### config.mk
export PLATFORM = sky130hd
export DESIGN_NAME = sva_prerot
export DESIGN_NICKNAME = d
export VERILOG_FILES = /design/src/rtl/sva_pkg.sv /design/src/rtl/sva_prerot.sv
export SDC_FILE = /design/constraint.sdc
export NUM_CORES = 1
export LEC_CHECK = 0
export BUFFER_PORTS_ARGS = -buffer_cell sky130_fd_sc_hd__buf_2
export CAP_MARGIN = 5
export CORE_ASPECT_RATIO = 1.1
export CORE_MARGIN = 2
export CORE_UTILIZATION = 30
export CTS_CLUSTER_DIAMETER = 30
export DETAILED_ROUTE_END_ITERATION = 7
export PLACE_DENSITY = 0.62
export RECOVER_POWER = 50
export REMOVE_ABC_BUFFERS = 1
export SYNTH_ARGS = -nofsm -noshare
export SYNTH_HDL_FRONTEND = slang
export SYNTH_SLANG_ARGS = --single-unit
### constraint.sdc
create_clock -name aclk -period 5.5 [get_ports aclk]
set_clock_uncertainty 0.05 [all_clocks]
set_input_delay 0.275 -clock aclk [delete_from_list [all_inputs] [get_ports aclk]]
set_output_delay 0.275 -clock aclk [all_outputs]
set_load 0.005 [all_outputs]
### src/rtl/sva_pkg.sv
`default_nettype none

package sva_pkg;

    // Width of the normalized magnitudes handed to the CORDIC.
    localparam int NORM_BITS = 30;

    // Width of the signed CORDIC x and y datapath, with headroom for the gain.
    localparam int XY_W = 34;

    // Width of the signed angle accumulator, radians in Q.24.
    localparam int Z_W = 28;

    // Width of the result angle, radians in Q3.13.
    localparam int ANGLE_W = 16;

    // Conversion from the Q.24 accumulator to the Q3.13 result.
    localparam int OUT_SHIFT  = 11;
    localparam int ROUND_BIAS = 1024;

    // Angle constants.
    localparam int ANGLE_PI_Q13 = 25736;
    localparam int HALF_PI_Q24  = 26353589;

    // Number of entries in the arctangent table.
    localparam int ATAN_LEN = 24;

    // Control flags that travel alongside the data through the pipeline.
    typedef struct packed {
        logic degen;   // either vector is zero length
        logic flat;    // cross product is exactly zero
        logic c_neg;   // cross product is negative
        logic d_neg;   // dot product is negative
    } sva_flags_t;

    // Arctangent table: round(atan(2^-i) * 2^24).
    function automatic logic signed [Z_W-1:0] atan_q24(input int idx);
        logic signed [Z_W-1:0] val;
        unique case (idx)
            0:       val = Z_W'(13176795);
            1:       val = Z_W'(7778716);
            2:       val = Z_W'(4110060);
            3:       val = Z_W'(2086331);
            4:       val = Z_W'(1047214);
            5:       val = Z_W'(524117);
            6:       val = Z_W'(262123);
            7:       val = Z_W'(131069);
            8:       val = Z_W'(65536);
            9:       val = Z_W'(32768);
            10:      val = Z_W'(16384);
            11:      val = Z_W'(8192);
            12:      val = Z_W'(4096);
            13:      val = Z_W'(2048);
            14:      val = Z_W'(1024);
            15:      val = Z_W'(512);
            16:      val = Z_W'(256);
            17:      val = Z_W'(128);
            18:      val = Z_W'(64);
            19:      val = Z_W'(32);
            20:      val = Z_W'(16);
            21:      val = Z_W'(8);
            22:      val = Z_W'(4);
            23:      val = Z_W'(2);
            default: val = '0;
        endcase
        return val;
    endfunction

endpackage

`default_nettype wire

### src/rtl/sva_prerot.sv
`default_nettype none

module sva_prerot (
    input  wire logic                            aclk,
    input  wire logic                            aresetn,
    input  wire logic                            in_valid,
    output logic                                 in_ready,
    input  wire logic [sva_pkg::NORM_BITS-1:0]   c_mag,
    input  wire logic [sva_pkg::NORM_BITS-1:0]   d_mag,
    input  wire sva_pkg::sva_flags_t             flags_in,
    output logic                                 out_valid,
    input  wire logic                            out_ready,
    output logic signed [sva_pkg::XY_W-1:0]      x_out,
    output logic signed [sva_pkg::XY_W-1:0]      y_out,
    output logic signed [sva_pkg::Z_W-1:0]       z_out,
    output sva_pkg::sva_flags_t                  flags_out
);
    import sva_pkg::*;

    logic                   valid_reg;
    logic signed [XY_W-1:0] c_s, d_s, x_s, y_s;
    logic signed [XY_W-1:0] x_reg, y_reg, x_next, y_next;
    logic signed [Z_W-1:0]  z_reg, z_next;
    sva_flags_t             flags_reg;

    assign in_ready = !valid_reg || out_ready;

    // Rebuild signed x (dot) and y (cross) from sign and magnitude.
    assign c_s = $signed(XY_W'({1'b0, c_mag}));
    assign d_s = $signed(XY_W'({1'b0, d_mag}));
    assign x_s = flags_in.d_neg ? -d_s : d_s;
    assign y_s = flags_in.c_neg ? -c_s : c_s;

    // Vectors in the left half plane are turned by a quarter turn toward the x axis.
    always_comb begin
        x_next = x_s;
        y_next = y_s;
        z_next = '0;
        if (x_s < 0) begin
            if (y_s >= 0) begin
                x_next = y_s;
                y_next = -x_s;
                z_next = Z_W'(HALF_PI_Q24);
            end else begin
                x_next = -y_s;
                y_next = x_s;
                z_next = -Z_W'(HALF_PI_Q24);
            end
        end
    end

    always_ff @(posedge aclk) begin
        if (!aresetn) begin
            valid_reg <= 1'b0;
        end else if (in_ready) begin
            valid_reg <= in_valid;
        end
    end

    always_ff @(posedge aclk) begin
        if (in_ready && in_valid) begin
            x_reg     <= x_next;
            y_reg     <= y_next;
            z_reg     <= z_next;
            flags_reg <= flags_in;
        end
    end

    assign out_valid = valid_reg;
    assign x_out     = x_reg;
    assign y_out     = y_reg;
    assign z_out     = z_reg;
    assign flags_out = flags_reg;

endmodule

`default_nettype wire

==> out/results.tsv <==
stage	metric	value	unit
final_layout	sequential cell area	0.002272	sq mm
global_routing	vias in the first global route	5366	
clock_tree	Clock transition at path regs	0.06	ns
clock_tree	TritonCTS Buffers	9	
run_status	failing checks	capacitance limit, slew limit	
setup_path	CP startpoint	flags_in[1]	
final_layout	fin nets	888	
pwr	Leak	0.002676	uW
place	Port-buffer cells	169	
hold_path	HP Class	in2reg	
timing	RSZ-0062 raised after global routing	false	
global_routing	grt met3 use	3.803	%
detailed_routing	WL/cell	17.73	um
global_routing	GR Util met2	27.50	%
timing	actual slew at the worst max-slew pin	3.417	ns
setup_path	critical path class	in2reg	
setup_path	Critical Path RT	5.67	ns
flow_run	max cap viols	2	
yosys	Post-synth EDFFs	75	
yosys	Netlist Area Pre-Place	0.006407	sq mm
clock_tree	post-CTS setup buffers	0	
detailed_routing	final wirelength	19.77	mm
clock_tree	CTS tree	done	
clock_tree	clock sinks	76	
global_routing	Most Crowded Layer GR	met2	
setup_path	Crit. End Element	register	
timing	period utilization	74.08	%
global_routing	grt ovf	0	
place	placed insts	1096	
place	worst slack, placed	1.602	ns
floorplanning	row count	56	
setup_path	reg2reg setup slack	2.05	ns
setup_path	FF-to-FF path depth	2	
pwr	pwr/cell area	237.7	mW/mm^2
floorplanning	Core ar.	0.02116	sq mm
floorplanning	die area	0.02254	sq mm
yosys	Avg Inst Size Synth	9.206	sq um
floorplanning	Initial Util	30.28	%
global_routing	wire length of the first global-routing pass	30.08	mm
yosys	Synth Register Bits	76	
detailed_routing	first drt pass iteration count	7	
final_layout	share of layout cells above drive strength 1	19.95	%
hold_path	Worst Hold Depth	1	
setup_path	startpoint types	primary input	
yosys	Synth cell types	72	
place	RD Place Congestion	0.8958	
detailed_routing	initial DRC count	486	
clock_tree	H-tree depth	3	
detailed_routing	routed vias/inst	5.255	
timing	min Tclk post-route	4.074	ns
pwr	power after layout	1799	uW
final_layout	final-layout fill cell count	2224	
detailed_routing	via count	5859	
setup_path	crit path DAT	4.24	ns
floorplanning	Die W	143.3	um
hold_path	worst hold start	flags_in[3]	
detailed_routing	Remaining DRCs	0	
setup_path	largest fanout on the critical path	32	
clock_tree	hold buffer count at cts	0	
timing	Setup TNS Final	0	ns
clock_tree	clock buffer depth	2	
clock_tree	Clock Latency Late Sink	0.35	ns
global_routing	pin count of the biggest net entering global routing	76	
final_layout	commonest non-fill, non-tap cells in the layout	buf_2, edfxtp_1, xnor2_1	
timing	fmax	245.4	MHz
setup_path	worst r2r src	out_valid	
setup_path	FF-to-FF End	y_out[27]	
timing	Slew HR	-127.8	%
timing	max-slew violations	109	
yosys	top_reg_cell synth	edfxtp_1	
global_routing	GRT Total Usage	17.27	%
timing	WHS	0.04908	ns
run_status	status	finished, violations left	
timing	final hold vios	0	
final_layout	P&R area growth vs syn	18.08	%
final_layout	commonest non-fill, non-tap cell in the layout	buf_2	
timing	final setup vio count	0	
clock_tree	CTS resizes	0	
global_routing	initial antenna violation count	4	
final_layout	multi-input logic area	0.003741	sq mm
yosys	sequential element share of the synthesized area	35.46	%
timing	PnR worst setup slack	1.426	ns
detailed_routing	Antenna Nets Post-Route	0	
yosys	Synth Warn #	0	
hold_path	WHS Endpoint	flags_out[3]	
place	post-DP HPWL	14.72	mm
yosys	Cells after Synth	696	
floorplanning	number of top-level pins	170	
global_routing	GR met1 Demand/Resource	22.70	%
clock_tree	Root Buffer Master	clkbuf_16	
floorplanning	Die Height	157.3	um
yosys	Async SR Flop Fraction	0	%
final_layout	Post-Layout Cell Count	1115	
pwr	maximum vdd drop	94.44	uV
routing by layer:
layer	share of wire (%)	vias to the layer above	wire (um)
met3	6.5	35	1286
met5	0.056	-	11
li1	-	2859	-
met1	43	2766	8503
met2	48	197	9449
met4	2.6	2	515
power breakdown:
part	internal [uW]	total [uW]	switching, uW
registers	708	725	16.6
clock network	366	618	252
logic	173	456	284
cells by family (layout without fill, tap and decap cells):
group	count (synthesis)	after routing	share of synthesized area, %
adders and majority gates	3	3	0.5859
other	1	5	0.05853
xor gates and xnor gates	104	104	14.22
buffers and inverters	83	208	6.385
and+or+nand+nor	233	233	20.66
DFF	76	76	35.46
muxes	15	15	2.343
AOI/OAI and AO/OA	181	181	20.29
cells in the mapped netlist (21+ instances only):
cell | n | share of area [%]
buf_4 | 25 | 2.9
clkbuf_1 | 29 | 1.7
edfxtp_1 | 75 | 35
nand2_1 | 34 | 2.0
xor2_1 | 48 | 6.6
o21ai_0 | 27 | 2.1
nor3_1 | 22 | 1.7
a21oi_1 | 51 | 4.0
o31ai_1 | 21 | 2.5
nand3_1 | 22 | 1.7
xnor2_1 | 56 | 7.7
nor2_1 | 48 | 2.8
registers in the layout (all words and copies together) (netlist names):
register / cells
flags_out: 4
x_out: 34
out_valid: 1
z_out: 3
y_out: 34
how the worst max path moves through the flow:
| stage | to | slack (ns) |
|---|---|---|
| 6_report | x_out[27] | 1.43 |
| 5_1_grt | x_out[27] | 1.06 |
| 4_1_cts | x_out[27] | 1.96 |
| 3_5_place_dp | x_out[27] | 1.60 |
| 3_3_place_gp | x_out[27] | 1.65 |
| 2_1_floorplan | x_out[29] | 0.74 |
worst max-delay path, cell delays in order:
cell and delay [ns]:
buf_2 0.09, clkbuf_1 1.11, o31ai_1 0.23, xor2_1 0.44, nand4_1 0.22, a211oi_1 0.57
nand2_1 0.37, or2_1 0.35, or4_1 0.48, nand3_1 0.09
stage by stage:
step | utilization, % | instance area (sq um)
after floorplan | - | 6073
final | 35.76 | 7566
after global placement | 34.62 | 7326
after detailed placement | 34.62 | 7326
after CTS | 36.06 | 7630
after global routing | 35.76 | 7566
cell type report:
type,count,share of cell area [%]
Antenna cell,3,0.09922
Clock buffer,11,3.208
Clock inverter,5,0.8103
Inverter,19,0.9426
Multi-Input combinational cell,538,49.45
Sequential cell,76,30.03
Tap cell,290,4.796
Timing Repair Buffer,173,10.67
(Power assumes the default switching activity.)
