$ cat src/rtl/sva_pkg.sv
`default_nettype none

package sva_pkg;

    // Width of the normalized magnitudes handed to the CORDIC.
    localparam int NORM_BITS = 30;

    // Width of the signed CORDIC x and y datapath, with headroom for the gain.
    localparam int XY_W = 34;

    // Width of the signed angle accumulator, radians in Q.24.
    localparam int Z_W = 28;

    // Width of the result angle, radians in Q3.13.
    localparam int ANGLE_W = 16;

    // Conversion from the Q.24 accumulator to the Q3.13 result.
    localparam int OUT_SHIFT  = 11;
    localparam int ROUND_BIAS = 1024;

    // Angle constants.
    localparam int ANGLE_PI_Q13 = 25736;
    localparam int HALF_PI_Q24  = 26353589;

    // Number of entries in the arctangent table.
    localparam int ATAN_LEN = 24;

    // Control flags that travel alongside the data through the pipeline.
    typedef struct packed {
        logic degen;   // either vector is zero length
        logic flat;    // cross product is exactly zero
        logic c_neg;   // cross product is negative
        logic d_neg;   // dot product is negative
    } sva_flags_t;

    // Arctangent table: round(atan(2^-i) * 2^24).
    function automatic logic signed [Z_W-1:0] atan_q24(input int idx);
        logic signed [Z_W-1:0] val;
        unique case (idx)
            0:       val = Z_W'(13176795);
            1:       val = Z_W'(7778716);
            2:       val = Z_W'(4110060);
            3:       val = Z_W'(2086331);
            4:       val = Z_W'(1047214);
            5:       val = Z_W'(524117);
            6:       val = Z_W'(262123);
            7:       val = Z_W'(131069);
            8:       val = Z_W'(65536);
            9:       val = Z_W'(32768);
            10:      val = Z_W'(16384);
            11:      val = Z_W'(8192);
            12:      val = Z_W'(4096);
            13:      val = Z_W'(2048);
            14:      val = Z_W'(1024);
            15:      val = Z_W'(512);
            16:      val = Z_W'(256);
            17:      val = Z_W'(128);
            18:      val = Z_W'(64);
            19:      val = Z_W'(32);
            20:      val = Z_W'(16);
            21:      val = Z_W'(8);
            22:      val = Z_W'(4);
            23:      val = Z_W'(2);
            default: val = '0;
        endcase
        return val;
    endfunction

endpackage

`default_nettype wire

$ cat src/rtl/sva_front.sv
`default_nettype none

module sva_front #(
    parameter int COORD_WIDTH = 16
) (
    input  wire logic                          aclk,
    input  wire logic                          aresetn,
    input  wire logic                          in_valid,
    output logic                               in_ready,
    input  wire logic signed [COORD_WIDTH-1:0] first_x,
    input  wire logic signed [COORD_WIDTH-1:0] first_y,
    input  wire logic signed [COORD_WIDTH-1:0] second_x,
    input  wire logic signed [COORD_WIDTH-1:0] second_y,
    output logic                               out_valid,
    input  wire logic                          out_ready,
    output logic [2*COORD_WIDTH-1:0]           c_mag,
    output logic [2*COORD_WIDTH-1:0]           d_mag,
    output sva_pkg::sva_flags_t                flags
);
    import sva_pkg::*;

    localparam int W  = COORD_WIDTH;
    localparam int PW = 2 * COORD_WIDTH;
    localparam int SW = 2 * COORD_WIDTH + 1;

    // Stage enables: a stage loads when it is empty or its content moves on.
    logic v1_reg, v2_reg, v3_reg, v4_reg;
    logic en1, en2, en3, en4;

    assign en4      = !v4_reg || out_ready;
    assign en3      = !v3_reg || en4;
    assign en2      = !v2_reg || en3;
    assign en1      = !v1_reg || en2;
    assign in_ready = en1;

    always_ff @(posedge aclk) begin
        if (!aresetn) begin
            v1_reg <= 1'b0;
            v2_reg <= 1'b0;
            v3_reg <= 1'b0;
            v4_reg <= 1'b0;
        end else begin
            if (en1) v1_reg <= in_valid;
            if (en2) v2_reg <= v1_reg;
            if (en3) v3_reg <= v2_reg;
            if (en4) v4_reg <= v3_reg;
        end
    end

    // Stage 1: capture the coordinates and flag a zero-length vector.
    logic signed [W-1:0] ax_reg, ay_reg, bx_reg, by_reg;
    logic                degen1_reg;
    logic                degen1_next;

    assign degen1_next = ((first_x == '0) && (first_y == '0)) ||
                         ((second_x == '0) && (second_y == '0));

    always_ff @(posedge aclk) begin
        if (en1 && in_valid) begin
            ax_reg     <= first_x;
            ay_reg     <= first_y;
            bx_reg     <= second_x;
            by_reg     <= second_y;
            degen1_reg <= degen1_next;
        end
    end

    // Stage 2: the four exact products, one multiplier each.
    logic signed [PW-1:0] p_ab_reg, p_ba_reg, p_xx_reg, p_yy_reg;
    logic                 degen2_reg;

    always_ff @(posedge aclk) begin
        if (en2 && v1_reg) begin
            p_ab_reg   <= PW'(ax_reg) * PW'(by_reg);
            p_ba_reg   <= PW'(bx_reg) * PW'(ay_reg);
            p_xx_reg   <= PW'(ax_reg) * PW'(bx_reg);
            p_yy_reg   <= PW'(ay_reg) * PW'(by_reg);
            degen2_reg <= degen1_reg;
        end
    end

    // Stage 3: cross and dot products, one bit wider than the products.
    logic signed [SW-1:0] cross_reg, dot_reg;
    logic                 degen3_reg;

    always_ff @(posedge aclk) begin
        if (en3 && v2_reg) begin
            cross_reg  <= SW'(p_ab_reg) - SW'(p_ba_reg);
            dot_reg    <= SW'(p_xx_reg) + SW'(p_yy_reg);
            degen3_reg <= degen2_reg;
        end
    end

    // Stage 4: split into sign and magnitude; a magnitude fits in PW bits.
    logic signed [SW-1:0] cross_abs, dot_abs;
    logic [PW-1:0]        c_mag_reg, d_mag_reg;
    sva_flags_t           flags_reg;
    sva_flags_t           flags_next;

    assign cross_abs = cross_reg[SW-1] ? -cross_reg : cross_reg;
    assign dot_abs   = dot_reg[SW-1] ? -dot_reg : dot_reg;

    always_comb begin
        flags_next.degen = degen3_reg;
        flags_next.flat  = (cross_reg == '0);
        flags_next.c_neg = cross_reg[SW-1];
        flags_next.d_neg = dot_reg[SW-1];
    end

    always_ff @(posedge aclk) begin
        if (en4 && v3_reg) begin
            c_mag_reg <= cross_abs[PW-1:0];
            d_mag_reg <= dot_abs[PW-1:0];
            flags_reg <= flags_next;
        end
    end

    assign out_valid = v4_reg;
    assign c_mag     = c_mag_reg;
    assign d_mag     = d_mag_reg;
    assign flags     = flags_reg;

endmodule

`default_nettype wire

$ cat config.mk
export PLATFORM = sky130hd
export DESIGN_NAME = sva_front
export DESIGN_NICKNAME = d
export VERILOG_FILES = /design/src/rtl/sva_pkg.sv /design/src/rtl/sva_front.sv
export SDC_FILE = /design/constraint.sdc
export NUM_CORES = 2
export LEC_CHECK = 0
export ABC_CLOCK_PERIOD_IN_PS = 38600
export BUFFER_PORTS_ARGS = -buffer_cell sky130_fd_sc_hd__buf_4
export CAP_MARGIN = 0
export CORE_MARGIN = 1.5
export CORE_UTILIZATION = 65
export DETAILED_ROUTE_END_ITERATION = 10
export PLACE_DENSITY = 0.82
export SLEW_MARGIN = 20
export SYNTH_ARGS = -nofsm -noshare
export SYNTH_HDL_FRONTEND = slang
export SYNTH_SLANG_ARGS = --single-unit
$ cat constraint.sdc
create_clock -name aclk -period 38.6 [get_ports aclk]
set_clock_uncertainty 0.15 [all_clocks]
set_input_delay 7.72 -clock aclk [delete_from_list [all_inputs] [get_ports aclk]]
set_output_delay 7.72 -clock aclk [all_outputs]
set_load 0.01 [all_outputs]
==> summary.txt <==
Status
  • Status: finished, final reports clean

Synth
  • Synth Area in Compound Gates: 6.01%
  • Synth Area in XOR/XNOR: 4.11%
  • Avg Cell Area, Syn: 10.0 sq um
  • Mapped Area: roughly 0.054 sq mm
  • Post-synthesis mux area share: 0%
  • Post-Synth Simple-Gate Area: approximately an eighth
  • Syn. warnings: 0
  • Mapped Cells: 5393
  • Post-synth ARST share: 0%
  • Post-synth EDFFs: 329
  • Mapped Nets: between 6000 and 7000
  • Synth Register Bits: around 330
  • Largest family of logic cells by synthesized area: adder cells
  • Seq/Total Area, Yosys: between 15 and 20%
  • Ys flop type: edfxtp_1
  • Post-Synth Adder-Cell Area: between 40% and 50%
  • Post-synth cell types: 67

Route
  • TritonRoute pass-1 iters: 8
  • Post-DR vias/cell: roughly 5.8
  • Routed Antenna Nets: 0
  • Vias: between 30000 and 40000
  • DRC violations left: 0
  • Initial DRC Count: roughly 2900
  • WL final: roughly 130 mm
  • Avg WL per Cell: 19.3 microns

Timing
  • Hold Fails Final Rpt: 0
  • Setup TNS: 0 ns
  • Max Slew Vio Count: 0
  • Slew margin rel.: 31.7%
  • Final setup viols: 0
  • Final hold slack: roughly 0.27 ns
  • Worst setup margin: 21.76 ns
  • FMAX: roughly 59 MHz
  • RSZ-0062 raised after global routing: no
  • Measured slew at the worst slew-check pin: 1.02 ns
  • Crit path time final: between 15 and 20 ns
  • Fin crit share: 43.6%

Die
  • Die width: 291 microns
  • Die Y: approximately 290 microns
  • Initial Util: between 60% and 70%
  • CORE AREA: ~0.08 sq mm
  • Die ar.: about 0.085 sq mm
  • FP Rows: ~110
  • IO Count: 138

Worst hold path
  • Worst Hold End: flags[3]$_DFFE_PP_
  • HP Start: degen3_reg$_DFFE_PP_
  • Hold Crit Depth: 0
  • Hold Crit Class: flip-flop to flip-flop

CTS
  • Cts repair resizes: 0
  • Bufs on Longest Clock Path: 3
  • Setup Fix Bufs, Post-CTS: 0
  • # hold bufs at CTS: 0
  • CTS clk-pin slew, worst paths: ~0.060 ns
  • Worst-Skew Late Latency: 0.59 ns
  • H-tree depth: 2
  • Sink Count: roughly 330
  • Total CTS buffers: 42
  • Clock root buffer: clkbuf_16
  • CTS tree: built

Global route
  • All-Layer GR Usage: 31.4%
  • GRT overflow: 0
  • Initial antenna violation count: 1
  • Vias in the first global route: 41200
  • Largest net degree at the start of global routing: 67
  • First-pass GRT wire length: around 210 mm

Worst setup path
  • Worst endpoint required time: between 30 and 40 ns
  • WP data arrival: roughly 9 ns
  • Reg2reg start: ax_reg[15]$_DFFE_PP_
  • Max FO, Critical Path: 6
  • Worst R2R Path Depth: 20
  • Worst setup SP type: input port
  • Crit path capture type: output pin
  • Critical register-to-register path endpoint: p_ab_reg[30]$_DFFE_PP_
  • R2r setup slk: 30.97 ns
  • Crit Path Class: input port to output pin

Cells and area
  • Area Overhead vs Synth: 6.81%
  • Layout cell share with drive strength beyond 1: between 5 and 6%
  • Fin area: about 0.058 sq mm
  • Final Net Count: 6962
  • Layout filler cell count: 5862
  • Commonest cells after routing, fill and taps aside: 1234 x inv_1, 1050 x fa_1, 558 x nand2_1
  • Most common cell after layout, fill and taps aside: inv_1
  • Antenna cells: 0

Placement
  • Gpl congestion: 0.891
  • Estimated wirelength of the detail-placed design: a little under 100 mm
  • DP Worst Slack: 21.76 ns
  • Area after DPL: 0.0561 sq mm
  • Number of port buffers: 137

Run
  • MaxCap Viol Count: 0
cell type report:
cell class | count | area, sq um | area share (%)
tap | 1070 | 1340 | 2.32
timing repair buffer | 211 | 1620 | 2.81
sequential | 333 | 9960 | 17.3
clock inverter | 24 | 283 | 0.491
inverter | 1234 | 4630 | 8.04
clock buffer | 52 | 1120 | 1.94
multi-input combinational | 3628 | 38600 | 67.1
critical path, stage by stage:
cell	delay, ns
buf_4	0.11
nor2b_1	0.27
and2_0	0.52
nand3_1	0.17
buf_4	0.17
worst max path at each step:
stage | from | end | cells after the start
final | out_ready | in_ready | 5
after global routing | out_ready | in_ready | 5
after CTS | out_ready | in_ready | 5
after detailed placement | out_ready | in_ready | 5
after global placement | out_ready | in_ready | 5
after floorplan | out_ready | degen2_reg$_DFFE_PP_ | 3
Yosys cell counts (36+ instances only):
library cell | n | area (sq um)
fa_1 | 1050 | 21000
o21ai_0 | 112 | 561
clkbuf_1 | 195 | 732
xnor2_1 | 217 | 1900
ha_1 | 394 | 4930
inv_1 | 1234 | 4630
nor2_1 | 143 | 537
edfxtp_1 | 329 | 9880
xor2_1 | 36 | 315
nand2_1 | 558 | 2090
a21oi_1 | 128 | 641
a21o_1 | 68 | 510
and2_1 | 500 | 3130
logic make-up (layout without fill, tap and decap cells):
group                      Yosys count  in the layout
adders and majority gates         1444           1444
DFF                                333            333
and+or+nand+nor                   1429           1429
xor gates and xnor gates           253            253
AOI/OAI and AO/OA                  502            502
buffers and inverters             1432           1521
routing by layer:
layer  track usage [%]  wire length (microns)  up-vias
li1                  -                      -    16600
met1              41.9                  49100    19300
met2              52.1                  60700     1707
met3              4.02                  10300      326
met4              13.4                   6370        2
met5                 0                     13        -
through the flow:
step,cells,util [%]
finish,6552,70.1
global route,6552,70.1
detailed placement,6473,68.4
CTS,6549,70.1
floorplan,5393,-
global placement,6472,68.4
Power is not shown: default switching activity piles up to over one toggle a cycle in this logic, so the estimate is an artifact.
