<file path="src/rtl/sva_pkg.sv">
`default_nettype none

package sva_pkg;

    // Width of the normalized magnitudes handed to the CORDIC.
    localparam int NORM_BITS = 30;

    // Width of the signed CORDIC x and y datapath, with headroom for the gain.
    localparam int XY_W = 34;

    // Width of the signed angle accumulator, radians in Q.24.
    localparam int Z_W = 28;

    // Width of the result angle, radians in Q3.13.
    localparam int ANGLE_W = 16;

    // Conversion from the Q.24 accumulator to the Q3.13 result.
    localparam int OUT_SHIFT  = 11;
    localparam int ROUND_BIAS = 1024;

    // Angle constants.
    localparam int ANGLE_PI_Q13 = 25736;
    localparam int HALF_PI_Q24  = 26353589;

    // Number of entries in the arctangent table.
    localparam int ATAN_LEN = 24;

    // Control flags that travel alongside the data through the pipeline.
    typedef struct packed {
        logic degen;   // either vector is zero length
        logic flat;    // cross product is exactly zero
        logic c_neg;   // cross product is negative
        logic d_neg;   // dot product is negative
    } sva_flags_t;

    // Arctangent table: round(atan(2^-i) * 2^24).
    function automatic logic signed [Z_W-1:0] atan_q24(input int idx);
        logic signed [Z_W-1:0] val;
        unique case (idx)
            0:       val = Z_W'(13176795);
            1:       val = Z_W'(7778716);
            2:       val = Z_W'(4110060);
            3:       val = Z_W'(2086331);
            4:       val = Z_W'(1047214);
            5:       val = Z_W'(524117);
            6:       val = Z_W'(262123);
            7:       val = Z_W'(131069);
            8:       val = Z_W'(65536);
            9:       val = Z_W'(32768);
            10:      val = Z_W'(16384);
            11:      val = Z_W'(8192);
            12:      val = Z_W'(4096);
            13:      val = Z_W'(2048);
            14:      val = Z_W'(1024);
            15:      val = Z_W'(512);
            16:      val = Z_W'(256);
            17:      val = Z_W'(128);
            18:      val = Z_W'(64);
            19:      val = Z_W'(32);
            20:      val = Z_W'(16);
            21:      val = Z_W'(8);
            22:      val = Z_W'(4);
            23:      val = Z_W'(2);
            default: val = '0;
        endcase
        return val;
    endfunction

endpackage

`default_nettype wire

</file>
<file path="src/rtl/sva_cordic_cell.sv">
`default_nettype none

module sva_cordic_cell #(
    parameter int IDX = 0
) (
    input  wire logic                          aclk,
    input  wire logic                          aresetn,
    input  wire logic                          in_valid,
    output logic                               in_ready,
    input  wire logic signed [sva_pkg::XY_W-1:0] x_in,
    input  wire logic signed [sva_pkg::XY_W-1:0] y_in,
    input  wire logic signed [sva_pkg::Z_W-1:0]  z_in,
    input  wire sva_pkg::sva_flags_t           flags_in,
    output logic                               out_valid,
    input  wire logic                          out_ready,
    output logic signed [sva_pkg::XY_W-1:0]    x_out,
    output logic signed [sva_pkg::XY_W-1:0]    y_out,
    output logic signed [sva_pkg::Z_W-1:0]     z_out,
    output sva_pkg::sva_flags_t                flags_out
);
    import sva_pkg::*;

    localparam logic signed [Z_W-1:0] ATAN_STEP = atan_q24(IDX);

    logic                   valid_reg;
    logic signed [XY_W-1:0] xs, ys;
    logic signed [XY_W-1:0] x_reg, y_reg, x_next, y_next;
    logic signed [Z_W-1:0]  z_reg, z_next;
    sva_flags_t             flags_reg;

    assign in_ready = !valid_reg || out_ready;

    // One vectoring micro-rotation: drive y toward zero, accumulate the angle.
    assign xs = x_in >>> IDX;
    assign ys = y_in >>> IDX;

    always_comb begin
        if (y_in >= 0) begin
            x_next = x_in + ys;
            y_next = y_in - xs;
            z_next = z_in + ATAN_STEP;
        end else begin
            x_next = x_in - ys;
            y_next = y_in + xs;
            z_next = z_in - ATAN_STEP;
        end
    end

    always_ff @(posedge aclk) begin
        if (!aresetn) begin
            valid_reg <= 1'b0;
        end else if (in_ready) begin
            valid_reg <= in_valid;
        end
    end

    always_ff @(posedge aclk) begin
        if (in_ready && in_valid) begin
            x_reg     <= x_next;
            y_reg     <= y_next;
            z_reg     <= z_next;
            flags_reg <= flags_in;
        end
    end

    assign out_valid = valid_reg;
    assign x_out     = x_reg;
    assign y_out     = y_reg;
    assign z_out     = z_reg;
    assign flags_out = flags_reg;

endmodule

`default_nettype wire

</file>
<file path="config.mk">
export PLATFORM = sky130hd
export DESIGN_NAME = sva_cordic_cell
export DESIGN_NICKNAME = d
export VERILOG_FILES = /design/src/rtl/sva_pkg.sv /design/src/rtl/sva_cordic_cell.sv
export SDC_FILE = /design/constraint.sdc
export NUM_CORES = 1
export LEC_CHECK = 0
export BUFFER_PORTS_ARGS = -buffer_cell sky130_fd_sc_hd__buf_2
export CAP_MARGIN = 20
export CELL_PAD_IN_SITES_DETAIL_PLACEMENT = 1
export CELL_PAD_IN_SITES_GLOBAL_PLACEMENT = 1
export CORE_MARGIN = 2
export CORE_UTILIZATION = 45
export CTS_CLUSTER_DIAMETER = 100
export DETAILED_ROUTE_END_ITERATION = 8
export HOLD_SLACK_MARGIN = 0.02
export PLACE_DENSITY = 0.95
export RECOVER_POWER = 50
export SYNTH_ARGS = -nofsm -noshare
export SYNTH_HDL_FRONTEND = slang
export SYNTH_SLANG_ARGS = --single-unit
</file>
<file path="constraint.sdc">
create_clock -name aclk -period 12 [get_ports aclk]
set_input_delay 1.2 -clock aclk [delete_from_list [all_inputs] [get_ports aclk]]
set_output_delay 1.2 -clock aclk [all_outputs]
set_load 0.05 [all_outputs]
</file>
==> metrics list <==
- The number of antenna violations at the first check in global routing was 1.
- Period utilisation layout: between 60 and 70%
* Synth area leader: edfxtp_1
- In the synthesized netlist the async set-or-reset flop fraction comes to 0%.
- Min setup slack post-route: 4.299 ns
* Share of the synthesized netlist area taken by xor and xnor gates: 8.512%
- Number of nets with antenna violations after detailed routing: 0
* Mux contribution to synthesized area: about 1.6%
- Cts repair resizes: 0
- Synthesis produced a netlist with a net count of between 1k and 1.5k.
* Place WS: roughly 7.2 ns
- The worst-case IR drop observed on VDD is about 0.072 mV.
- Total track usage: 29.19%
* Deepest level of the CTS H-tree: 3
- For this run, the number of Yosys warnings is 0.
- Hold violation total from the final report: 0
- Core area: 22,430 sq um
- In this run, the number of DRC markers left after iteration 0 of detailed routing was just over 800.
- The critical path is of the in -> reg type.
* Flops & latches, synth: 100
* Half-perimeter wire length after placement: 27,510 um
- RSZ-0062 raised after global routing: no
* Wirelength, routed: roughly 35,000 um
- Transition time at the pin with the least slew margin: approximately 3.1 ns
* Area after DPL: roughly 11,000 sq um
- Power density over cell area: between 100 and 150 nW/um^2
* Area contributors post-synth: edfxtp_1 (29%), ha_1 (14%), a21oi_1 (6.9%)
- At the worst endpoint, the required time is 12.10 ns.
* Top FF cell, synth: edfxtp_1
- At the end of the flow, the number of nets in the layout was approximately 1.6k.
- Die ar.: 23,850 sq um
* Fraction of synthesized cell area taken by the top area cell type: 29.19%
* TritonCTS clock tree: built
- CP Max Fanout: between 60 and 70
- Once the floorplan was initialized, standard cells occupied 45.40% of the core.
* Failing checks: max-capacitance violations, max-slew violations
- Averaged over all synthesized cells, the footprint is between 8 and 9 sq um.
* Worst-case headroom to the max-slew limit: -108.2%
* Pin count of the biggest net entering global routing: slightly below 70
- Fraction of layout instances using a drive strength above 1: between 10% and 20%
- Final Skew: between 0.009 and 0.01 ns
* Post-synthesis cell area: 10,190 sq um
- Based on the critical path, the design can be clocked at up to 0.1298 GHz.
* Worst path arrival time: 7.80 ns
- Worst slack on hold paths: between 0.6 and 0.7 ns
- After Yosys synthesis, and, or, nand and nor cells account for a little over an eighth of the synthesized area.
- For the worst-skew pair, the clock arrives at the later sink with an insertion delay of between 0.3 and 0.4 ns.
* Fraction of the core area covered by cells at the end of the flow: about half
* Count of unresolved DRC violations after routing: 0
- By area, the combinational part of the netlist is dominated by compound AO/OA/AOI/OAI gates.
* Input/output buffers: around 210
* Class of the worst hold path: reg -> reg
- Sequential cell area fraction in the yosys report: between 20% and 30%
- The sequential cells in the finished layout cover a total of between 2000 and 3000 sq um.
* Final setup viols: 0
- After floorplanning, the core was divided into 55 placement rows.
- Total gr overflow: 0
- After detailed routing, the number of vias per cell comes to roughly 6.1.
- The worst setup path is launched from an input port.
* Crit end category: flop
- For this run, the detailed router's first-pass iteration total came to 8.
- Count of cell types in the netlist: roughly 80
- The first global-routing pass estimated approximately 56,000 um of wire.
- Once the clock tree was built, the setup fixing pass inserted 0 buffers.
* Via count: roughly 10k
- Worst-case clock buffer depth: 2
* Total non-filler cell area in the finished layout: approximately 11,000 sq um
- Final weighted congestion in routability-driven placement: just over 0.9
- Clock input transition at the sequential cells of the worst setup and hold paths: ~0.07 ns
* Routed length per placed instance: 21.52 um
- Max-cap violations: 3
- The clock net in this run drives a total of 100 sinks.
- For this design the static power due to leakage is between 4 and 5 nW.
- Summing all multi-input logic gate instances after layout gives roughly 6500 sq um.
- The number of pins exceeding their max-slew limit in the final report came to 160.
- The number of clock buffers added by TritonCTS is 9.
- Summing the areas of all compound-gate instances in the mapped netlist gives 26.30% of the synthesized area.
* Fill cell total of the finished layout: between 2k and 3k
- For this design the top-level I/O count stands at ~210.
- Root Buffer: clkbuf_16
* Vertical extent of the die: roughly 150 um
* Outcome: finished with violations
- Die width: about 150 um
- Time the worst path needs with I/O delays and setup: 7.701 ns
- The number of global-route vias before repair is just over 10k.
- Synth-to-Final Area Change: 12.70%
* EDFF count, synth: approximately 100
- Summing the areas of all fa, ha and maj instances in the mapped netlist gives between 10 and 15% of the synthesized area.
- TNS Setup: 0 ns
- Synthesis handed over a netlist of ~1.2k instances.
- The number of hold buffers added after CTS was 0.
==> layer usage <==
metal / up-vias / part of all wire (%) / track usage, %
met5: - / 0 / 0
met4: 0 / 3.7 / 11.73
met3: 91 / 7.0 / 4.287
met2: 482 / 48 / 50.13
met1: 4858 / 41 / 36.96
li1: 4597 / - / -
==> flip-flops by register name, summed over array words and instances, names as in the netlist <==
name	count
x_out	34
z_out	28
y_out	33
out_valid	1
flags_out	4
==> logic make-up after synthesis <==
| kind of cell | Yosys count |
|---|---|
| compound gates | 414 |
| simple gates | 277 |
| buf+inv | 179 |
| fa+ha+maj | 114 |
| flops | 100 |
| xor+xnor | 99 |
| mux | 16 |
==> path summary, 6_finish.rpt <==
check | depth (start not counted) | end | slack, ns | from
setup reg to reg | 3 | y_out[25] | 8.52 | out_valid
hold reg to reg | 2 | out_valid | 0.61 | out_valid
setup / recovery | 13 | z_out[24] | 4.30 | y_in[33]
hold / removal | 2 | out_valid | 0.61 | out_valid
==> placed cells by master (no fill, tap or decap), types with 16 or more instances in the layout <==
cell / count
o21ai_0: 76
nor3_1: 21
clkbuf_1: 107
mux2i_1: 16
a21o_1: 30
nand2_1: 51
nor2b_1: 16
xor2_1: 21
a21oi_1: 140
edfxtp_1: 99
xnor2_1: 78
inv_1: 113
o21bai_1: 26
ha_1: 111
nor2_1: 98
buf_2: 100
nand3_1: 23
==> where the power goes <==
part / switching (mW) / internal, mW / total (mW)
Sequential: 0.0181 / 0.451 / 0.469
Clock: 0.137 / 0.160 / 0.297
Combinational: 0.453 / 0.178 / 0.632
==> synthesized netlist by cell type (5+ instances only) <==
library cell / instances
a2111oi_0: 5
a211o_1: 8
a211oi_1: 13
a21o_1: 30
a21oi_1: 140
a31o_2: 5
a31oi_1: 15
and2_1: 10
buf_1: 8
buf_2: 9
clkbuf_1: 42
edfxtp_1: 99
ha_1: 111
inv_1: 113
mux2i_1: 16
nand2_1: 51
nand2b_1: 12
nand3_1: 23
nand4_1: 6
nor2_1: 98
nor2b_1: 16
nor3_1: 21
nor4_1: 11
o211ai_1: 10
o21a_1: 12
o21ai_0: 76
o21bai_1: 26
o22ai_1: 5
o31a_1: 5
o31ai_1: 15
or3_1: 8
xnor2_1: 78
xor2_1: 21
==> critical path, stage by stage <==
cell	delay, ns
clkbuf_1	2.04
clkinv_1	0.27
clkbuf_1	1.27
ha_1	0.90
nand3_1	0.10
nor2_1	0.31
o311ai_2	0.13
a31oi_1	0.46
a21oi_1	0.21
o21a_1	0.26
a21oi_1	0.29
a21oi_1	0.14
xnor2_1	0.15
==> through the flow <==
stage / power, mW / instances
4_1_cts: 1.397 / 1645
3_3_place_gp: 1.078 / 1630
2_1_floorplan: 0.9278 / 1199
5_1_grt: 1.454 / 1646
3_5_place_dp: 1.104 / 1630
6_report: 1.397 / 1646
==> cell type report <==
| type | instances | share of cell area (%) |
|---|---|---|
| flip-flops and latches | 100 | 26.07 |
| clock inverters | 5 | 0.4687 |
| well taps | 285 | 3.106 |
| inverters | 116 | 3.793 |
| clock buffers | 10 | 1.995 |
| diodes | 1 | 0.02180 |
| multi-input cells | 920 | 56.52 |
| repair buffers | 209 | 8.022 |
Power figures use the tool's default switching activity.
