`config.mk`:
```
export PLATFORM = sky130hd
export DESIGN_NAME = sva_norm_cell
export DESIGN_NICKNAME = d
export VERILOG_FILES = /design/src/rtl/sva_pkg.sv /design/src/rtl/sva_norm_cell.sv
export SDC_FILE = /design/constraint.sdc
export NUM_CORES = 1
export LEC_CHECK = 0
export ABC_AREA = 1
export BUFFER_PORTS_ARGS = -buffer_cell sky130_fd_sc_hd__buf_2
export CAP_MARGIN = 10
export CORE_MARGIN = 2
export CORE_UTILIZATION = 41
export DETAILED_ROUTE_END_ITERATION = 10
export PLACE_DENSITY = 0.76
export SETUP_SLACK_MARGIN = 0.2
export SLEW_MARGIN = 20
export SYNTH_ARGS = -nofsm -noshare
export SYNTH_HDL_FRONTEND = slang
export SYNTH_SLANG_ARGS = --single-unit
```
`constraint.sdc`:
```
create_clock -name aclk -period 5.25 [get_ports aclk]
set_clock_uncertainty 0.2 [all_clocks]
set_input_delay 1.575 -clock aclk [delete_from_list [all_inputs] [get_ports aclk]]
set_output_delay 1.575 -clock aclk [all_outputs]
set_load 0.02 [all_outputs]
```
`src/rtl/sva_pkg.sv`:
```
`default_nettype none

package sva_pkg;

    // Width of the normalized magnitudes handed to the CORDIC.
    localparam int NORM_BITS = 30;

    // Width of the signed CORDIC x and y datapath, with headroom for the gain.
    localparam int XY_W = 34;

    // Width of the signed angle accumulator, radians in Q.24.
    localparam int Z_W = 28;

    // Width of the result angle, radians in Q3.13.
    localparam int ANGLE_W = 16;

    // Conversion from the Q.24 accumulator to the Q3.13 result.
    localparam int OUT_SHIFT  = 11;
    localparam int ROUND_BIAS = 1024;

    // Angle constants.
    localparam int ANGLE_PI_Q13 = 25736;
    localparam int HALF_PI_Q24  = 26353589;

    // Number of entries in the arctangent table.
    localparam int ATAN_LEN = 24;

    // Control flags that travel alongside the data through the pipeline.
    typedef struct packed {
        logic degen;   // either vector is zero length
        logic flat;    // cross product is exactly zero
        logic c_neg;   // cross product is negative
        logic d_neg;   // dot product is negative
    } sva_flags_t;

    // Arctangent table: round(atan(2^-i) * 2^24).
    function automatic logic signed [Z_W-1:0] atan_q24(input int idx);
        logic signed [Z_W-1:0] val;
        unique case (idx)
            0:       val = Z_W'(13176795);
            1:       val = Z_W'(7778716);
            2:       val = Z_W'(4110060);
            3:       val = Z_W'(2086331);
            4:       val = Z_W'(1047214);
            5:       val = Z_W'(524117);
            6:       val = Z_W'(262123);
            7:       val = Z_W'(131069);
            8:       val = Z_W'(65536);
            9:       val = Z_W'(32768);
            10:      val = Z_W'(16384);
            11:      val = Z_W'(8192);
            12:      val = Z_W'(4096);
            13:      val = Z_W'(2048);
            14:      val = Z_W'(1024);
            15:      val = Z_W'(512);
            16:      val = Z_W'(256);
            17:      val = Z_W'(128);
            18:      val = Z_W'(64);
            19:      val = Z_W'(32);
            20:      val = Z_W'(16);
            21:      val = Z_W'(8);
            22:      val = Z_W'(4);
            23:      val = Z_W'(2);
            default: val = '0;
        endcase
        return val;
    endfunction

endpackage

`default_nettype wire

```
`src/rtl/sva_norm_cell.sv`:
```
`default_nettype none

module sva_norm_cell #(
    parameter int NW    = 32,
    parameter int SHIFT = 16
) (
    input  wire logic                aclk,
    input  wire logic                aresetn,
    input  wire logic                in_valid,
    output logic                     in_ready,
    input  wire logic [NW-1:0]       c_in,
    input  wire logic [NW-1:0]       d_in,
    input  wire sva_pkg::sva_flags_t flags_in,
    output logic                     out_valid,
    input  wire logic                out_ready,
    output logic [NW-1:0]            c_out,
    output logic [NW-1:0]            d_out,
    output sva_pkg::sva_flags_t      flags_out
);
    import sva_pkg::*;

    logic          valid_reg;
    logic [NW-1:0] c_reg, d_reg, c_next, d_next;
    logic [NW-1:0] either;
    sva_flags_t    flags_reg;

    assign in_ready = !valid_reg || out_ready;

    // The leading one of the larger magnitude is the leading one of the OR of both.
    // Shift both left when the top SHIFT bits of that OR are all clear.
    assign either = c_in | d_in;

    always_comb begin
        if (either[NW-1 -: SHIFT] == '0) begin
            c_next = c_in << SHIFT;
            d_next = d_in << SHIFT;
        end else begin
            c_next = c_in;
            d_next = d_in;
        end
    end

    always_ff @(posedge aclk) begin
        if (!aresetn) begin
            valid_reg <= 1'b0;
        end else if (in_ready) begin
            valid_reg <= in_valid;
        end
    end

    always_ff @(posedge aclk) begin
        if (in_ready && in_valid) begin
            c_reg     <= c_next;
            d_reg     <= d_next;
            flags_reg <= flags_in;
        end
    end

    assign out_valid = valid_reg;
    assign c_out     = c_reg;
    assign d_out     = d_reg;
    assign flags_out = flags_reg;

endmodule

`default_nettype wire

```
==> impl_metrics.ini, run 1 <==
[floorplanning]
floorplan.die_area_um2 = 7676
floorplan.io_pins = 142
core_area_um2 = 6794
placementRows = 30
initial_utilization_pct = 42.19
die_h_um = 87.62
dieWidth_um = 87.62

[route]
detailed_route_iter0_violations = 68
avgRoutedWirePerCell_um = 11.45
viasPerCell = 4.190
post-route-drc-count = 0
detail_route.wirelength_um = 5952
detail_route.first_pass.iterations = 4
dr_vias = 2179
final_antenna_net_count = 0

[synth]
yosys.area.top_type_share_pct = 71.24
synth_area_um2 = 2866
sequential_fraction_of_the_synthesis_area_pct = 71.93
postSynthAreaPerCell_um2 = 10.58
syn_nets = 343
synth_cells = 271
post_synth_num_cell_types = 10
count_of_yosys_warnings_during_synthesis = 0
synth_top_cell_by_area = edfxtp_1
yosys-top-cells-area = edfxtp_1, nand2_1, inv_1
yosys_register_bits = 69

[cts]
clk_path_buf_depth = 2
post_cts_hold_buffer_count = 0
clkSlewWorstSetupHoldPaths_ns = 0.08
root_buffer = clkbuf_8
post_cts.resized_instances = 0
cts-buffers-inserted = 9
cts_num_sinks = 69
ctsHtreeMaxLevel = 3
tritoncts = yes
post_cts_setup_repair_bufs = 0
clkLatencyLatePin_ns = 0.33

[sta]
finalSetupTns_ns = 0
rsz0062_at_grt = false
slew_headroom_pct = 36.67
layout_setup_ws_ns = 1.459
final_max_slew_viol_count = 0
tightest_slew_ns = 0.9478
period_minus_slack_ns = 3.791
fin_crit_sh_pct = 72.21
final_setup_fails = 0
fmax_mhz = 263.8
timing_hold_violations_final = 0

[cells_and_area]
diodes = 0
postLayoutCoreUtil_pct = 57.20
layout-area-overhead-vs-synth_pct = 35.57
combined_area_of_the_multi_input_logic_cells_um2 = 511.7
filler_cell_count = 607
design.final.nets = 491
drive_above_1_share_pct = 37.74
area.sequential_um2 = 2062

[global_routing]
wire_length_of_the_first_global_routing_pass_um = 9280
antenna_found_initial = 0
first_global_vias = 2042
grt_usage_pct = 16.05
grt_max_degree = 45
grt.overflow.total = 0

[placement]
place.gp.congestion = 0.7608
hpwlAfterDp_um = 4566
placement.io_buffers = 141
dp_worst_setup_slack_ns = 1.456

[min_path]
min_path_type = reg2reg

[setup_path]
timing.critical_path.from = out_ready
r2r-end = c_out[21]
critical_path_class = in2out
timing.critical_path.to = in_ready
arrival_time_at_the_worst_endpoint_ns = 2.02
worst_r2r_path_depth = 2
cp_data_required_time_ns = 3.48
worst_r2r_startpoint = out_valid
critPathMaxFanout = 2
reg2reg_slack_ns = 3.27
critical_path_startpoint_category = primary input
endpoint_kind = primary output

[pwr]
irDropWorstVdd_mv = 0.1347
leakage_power_of_the_design_nw = 1.928
power.density_cell_area_nw_per_um2 = 319.7

[run_status]
status = completed

[flow_run]
cap_viol_max_count = 0
## cell usage after synthesis
master	n
nor2_1	52
inv_1	66
nand2_1	75
buf_4	3
nor2_4	1
a21oi_1	1
dfxtp_1	1
a21boi_0	1
edfxtp_1	68
buf_6	3
## logic make-up after synthesis
| family | synth area share [%] |
|---|---|
| AOI/OAI and AO/OA | 0.4364 |
| buffers and inverters | 10.61 |
| DFF | 71.93 |
| and+or+nand+nor | 17.02 |
## area by class of cell
cell class	count	share of cell area [%]
tap	96	3.091
clock buffer	13	4.346
sequential	69	53.06
clock inverter	3	1.095
multi-input combinational	130	13.17
inverter	66	6.375
timing repair buffer	143	18.87
## registers in the layout (all words and copies together), names as in the netlist
register / count
out_valid: 1
c_out: 32
flags_out: 4
d_out: 32
## worst min path at each step
stage	startpoint	to	slack, ns	depth (start not counted)
after floorplan	out_valid	out_valid	0.54	2
after global placement	out_valid	out_valid	0.32	2
after detailed placement	out_valid	out_valid	0.36	2
after CTS	out_valid	out_valid	0.37	2
after global routing	out_valid	out_valid	0.42	2
final	out_valid	out_valid	0.37	2
## layer usage
metal | track usage, % | up-vias | share of wire, %
li1 | - | 1111 | -
met1 | 19.22 | 962 | 40
met2 | 26.93 | 97 | 50
met3 | 4.995 | 9 | 8.1
met4 | 6.713 | 0 | 1.3
met5 | 0 | - | 0
## metrics by stage
step | cell area (um2) | hold slack (ns) | total power [mW] | std cells
floorplan | 2870 | 0.5423 | 0.7400 | 271
global placement | 3675 | 0.3242 | 0.8063 | 504
detailed placement | 3675 | 0.3592 | 0.8115 | 504
CTS | 3886 | 0.3728 | 1.255 | 520
global route | 3886 | 0.4181 | 1.295 | 520
finish | 3886 | 0.3735 | 1.243 | 520
## where the power goes
part	switching (mW)	total [mW]	internal [mW]
combinational	0.0925	0.145	0.0529
clock	0.188	0.446	0.258
sequential	0.00811	0.652	0.643
## placed cells by master (no fill, tap or decap)
cell type   synthesis  routed
nor2_1             52      52
buf_12              0       1
clkinvlp_4          0       1
inv_1              66      66
buf_4               3       1
buf_2               0     141
edfxtp_1           68      68
clkbuf_1            0       1
nand2_1            75      75
a21boi_0            1       1
bufinv_16           0       1
a21oi_4             0       1
nor2_4              1       1
clkbuf_8            0      12
dfxtp_1             1       1
clkinv_2            0       1
## critical path: stages
cell and delay (ns):
buf_2 0.10, inv_1 0.10, nand2_1 0.08, buf_2 0.16
No activity file was read; power rests on OpenSTA's default activity.
==> run 2: changes to the inputs <==
CORE_UTILIZATION = 42   (was 41)
PLACE_DENSITY = 0.74   (was 0.76)
clock period = 3.7 ns   (was 5.25 ns; I/O delays follow)
==> run 2 against run 1 <==
Against the previous run:
- global-route usage increased by 0.096 points
- critical endpoint unchanged
- critical path depth did not move
- setup slack lost 0.61 ns
- final cell count shrank 3.1%
- combinational power rose by 43%
- final area decreased by 0.74%
==> impl_metrics.ini, run 2 (synthesis results as in run 1) <==
[sta]
fin_crit_sh_pct = 77.18
tightest_slew_ns = 0.3662
period_minus_slack_ns = 2.856
slew_headroom_pct = 75.53
timing_hold_violations_final = 0
final_setup_fails = 0
final_max_slew_viol_count = 0
layout_setup_ws_ns = 0.8443
fmax_mhz = 350.2
finalSetupTns_ns = 0
rsz0062_at_grt = false

[cts]
post_cts_setup_repair_bufs = 0
cts_num_sinks = 69
clkSlewWorstSetupHoldPaths_ns = 0.07
ctsHtreeMaxLevel = 3
root_buffer = clkbuf_8
clk_path_buf_depth = 2
cts-buffers-inserted = 9
tritoncts = yes
post_cts.resized_instances = 0
clkLatencyLatePin_ns = 0.33
post_cts_hold_buffer_count = 0

[setup_path]
worst_r2r_startpoint = out_valid
critical-path-slowest-cell = buf_2
timing.critical_path.buf_inv = 3
timing.critical_path.to = in_ready
crit_path_cell_trace = buf_2, inv_1, nand2_1, buf_2
cp_data_required_time_ns = 2.39
timing.critical_path.slowest_cell_delay_ns = 0.16
timing.critical_path.from = out_ready
critical_path_class = in2out
arrival_time_at_the_worst_endpoint_ns = 1.55
endpoint_kind = primary output
reg2reg_slack_ns = 2.27
critPathTopFamily = buffers and inverters
critPathMaxFanout = 2
critical_path_startpoint_category = primary input
crit_path_frequent_cell = buf_2
worst_r2r_path_depth = 2
r2r-end = c_out[2]
cp_num_cells = 4

[route]
post-route-drc-count = 0
detail_route.first_pass.iterations = 4
viasPerCell = 4.423
maxUsedRoutingLayer = met4
detailed_route_iter0_violations = 49
routed-wl-met2_um = 3046
drt-met1-wl_um = 2357
final_antenna_net_count = 0
avgRoutedWirePerCell_um = 11.92
dr_vias = 2229
detail_route.wirelength_um = 6009
wl_met3_um = 513

[cells_and_area]
layout_common_cells = buf_2, nand2_1, edfxtp_1, inv_1, nor2_1
layoutNonFillerInstCount = 504
drive_above_1_share_pct = 37.74
layout-area-overhead-vs-synth_pct = 34.57
final_common_cell = buf_2
postLayoutCoreUtil_pct = 57.73
diodes = 0
filler_cell_count = 607
design.final.nets = 491

[pwr]
power.density_cell_area_nw_per_um2 = 444.6
irDropWorstVdd_mv = 0.1776
leakage_power_of_the_design_nw = 1.913

[placement]
place.gp.congestion = 0.7615
dp_worst_setup_slack_ns = 0.8025
placed_cells_incl_taps = 488
placement.io_buffers = 141
hpwlAfterDp_um = 4434

[floorplanning]
core_area_um2 = 6681
floorplan.io_pins = 142
floorplan.die_area_um2 = 7502
die_h_um = 86.62
dieWidth_um = 86.62
initial_utilization_pct = 42.90
placementRows = 30

[global_routing]
first_global_vias = 2151
grt.overflow.total = 0
grt_usage_pct = 16.15
grt_max_degree = 69
antenna_found_initial = 0
wire_length_of_the_first_global_routing_pass_um = 9273

[flow_run]
cap_viol_max_count = 0

[min_path]
holdPathStages = 2
min_path_type = reg2reg

[run_status]
status = completed
-- run 2: layout make-up --
| type | instances | area, um2 | area share, % |
|---|---|---|---|
| tap | 80 | 100.1 | 2.595 |
| multi-input combinational | 130 | 511.7 | 13.27 |
| sequential | 69 | 2062 | 53.45 |
| clock buffer | 9 | 123.9 | 3.211 |
| inverter | 66 | 247.7 | 6.422 |
| clock inverter | 7 | 66.31 | 1.719 |
| timing repair buffer | 143 | 745.7 | 19.33 |
-- run 2: per-layer routing --
layer	global-route usage (%)	vias to the layer above
met5	0	-
met4	6.534	0
met3	5.238	11
met2	28.39	105
met1	18.05	997
li1	-	1116
-- run 2: how the worst min path moves through the flow --
stage,startpoint,endpoint,slack (ns)
after global routing,out_valid,out_valid,0.42
after floorplan,out_valid,out_valid,0.56
after CTS,out_valid,out_valid,0.38
final,out_valid,out_valid,0.37
after detailed placement,out_valid,out_valid,0.37
after global placement,out_valid,out_valid,0.33
-- run 2: stage by stage --
stage	total power [mW]	hold WS [ns]	cell area, um2
final	1.715	0.3695	3857
after global routing	1.785	0.4203	3857
after CTS	1.734	0.3819	3857
after detailed placement	1.151	0.3699	3667
after global placement	1.143	0.3263	3667
after floorplan	1.050	0.5644	2878
-- run 2: power by group --
group	internal (mW)	switching, mW	leakage (nW)
clock	0.306	0.278	0.0887
sequential	0.912	0.0108	0.666
combinational	0.0751	0.132	1.16
-- run 2: worst register-to-register path, stage by stage, from the launching register on --
cell     delay (ns)
dfxtp_1        0.35
a21oi_4        0.17
buf_12         0.34
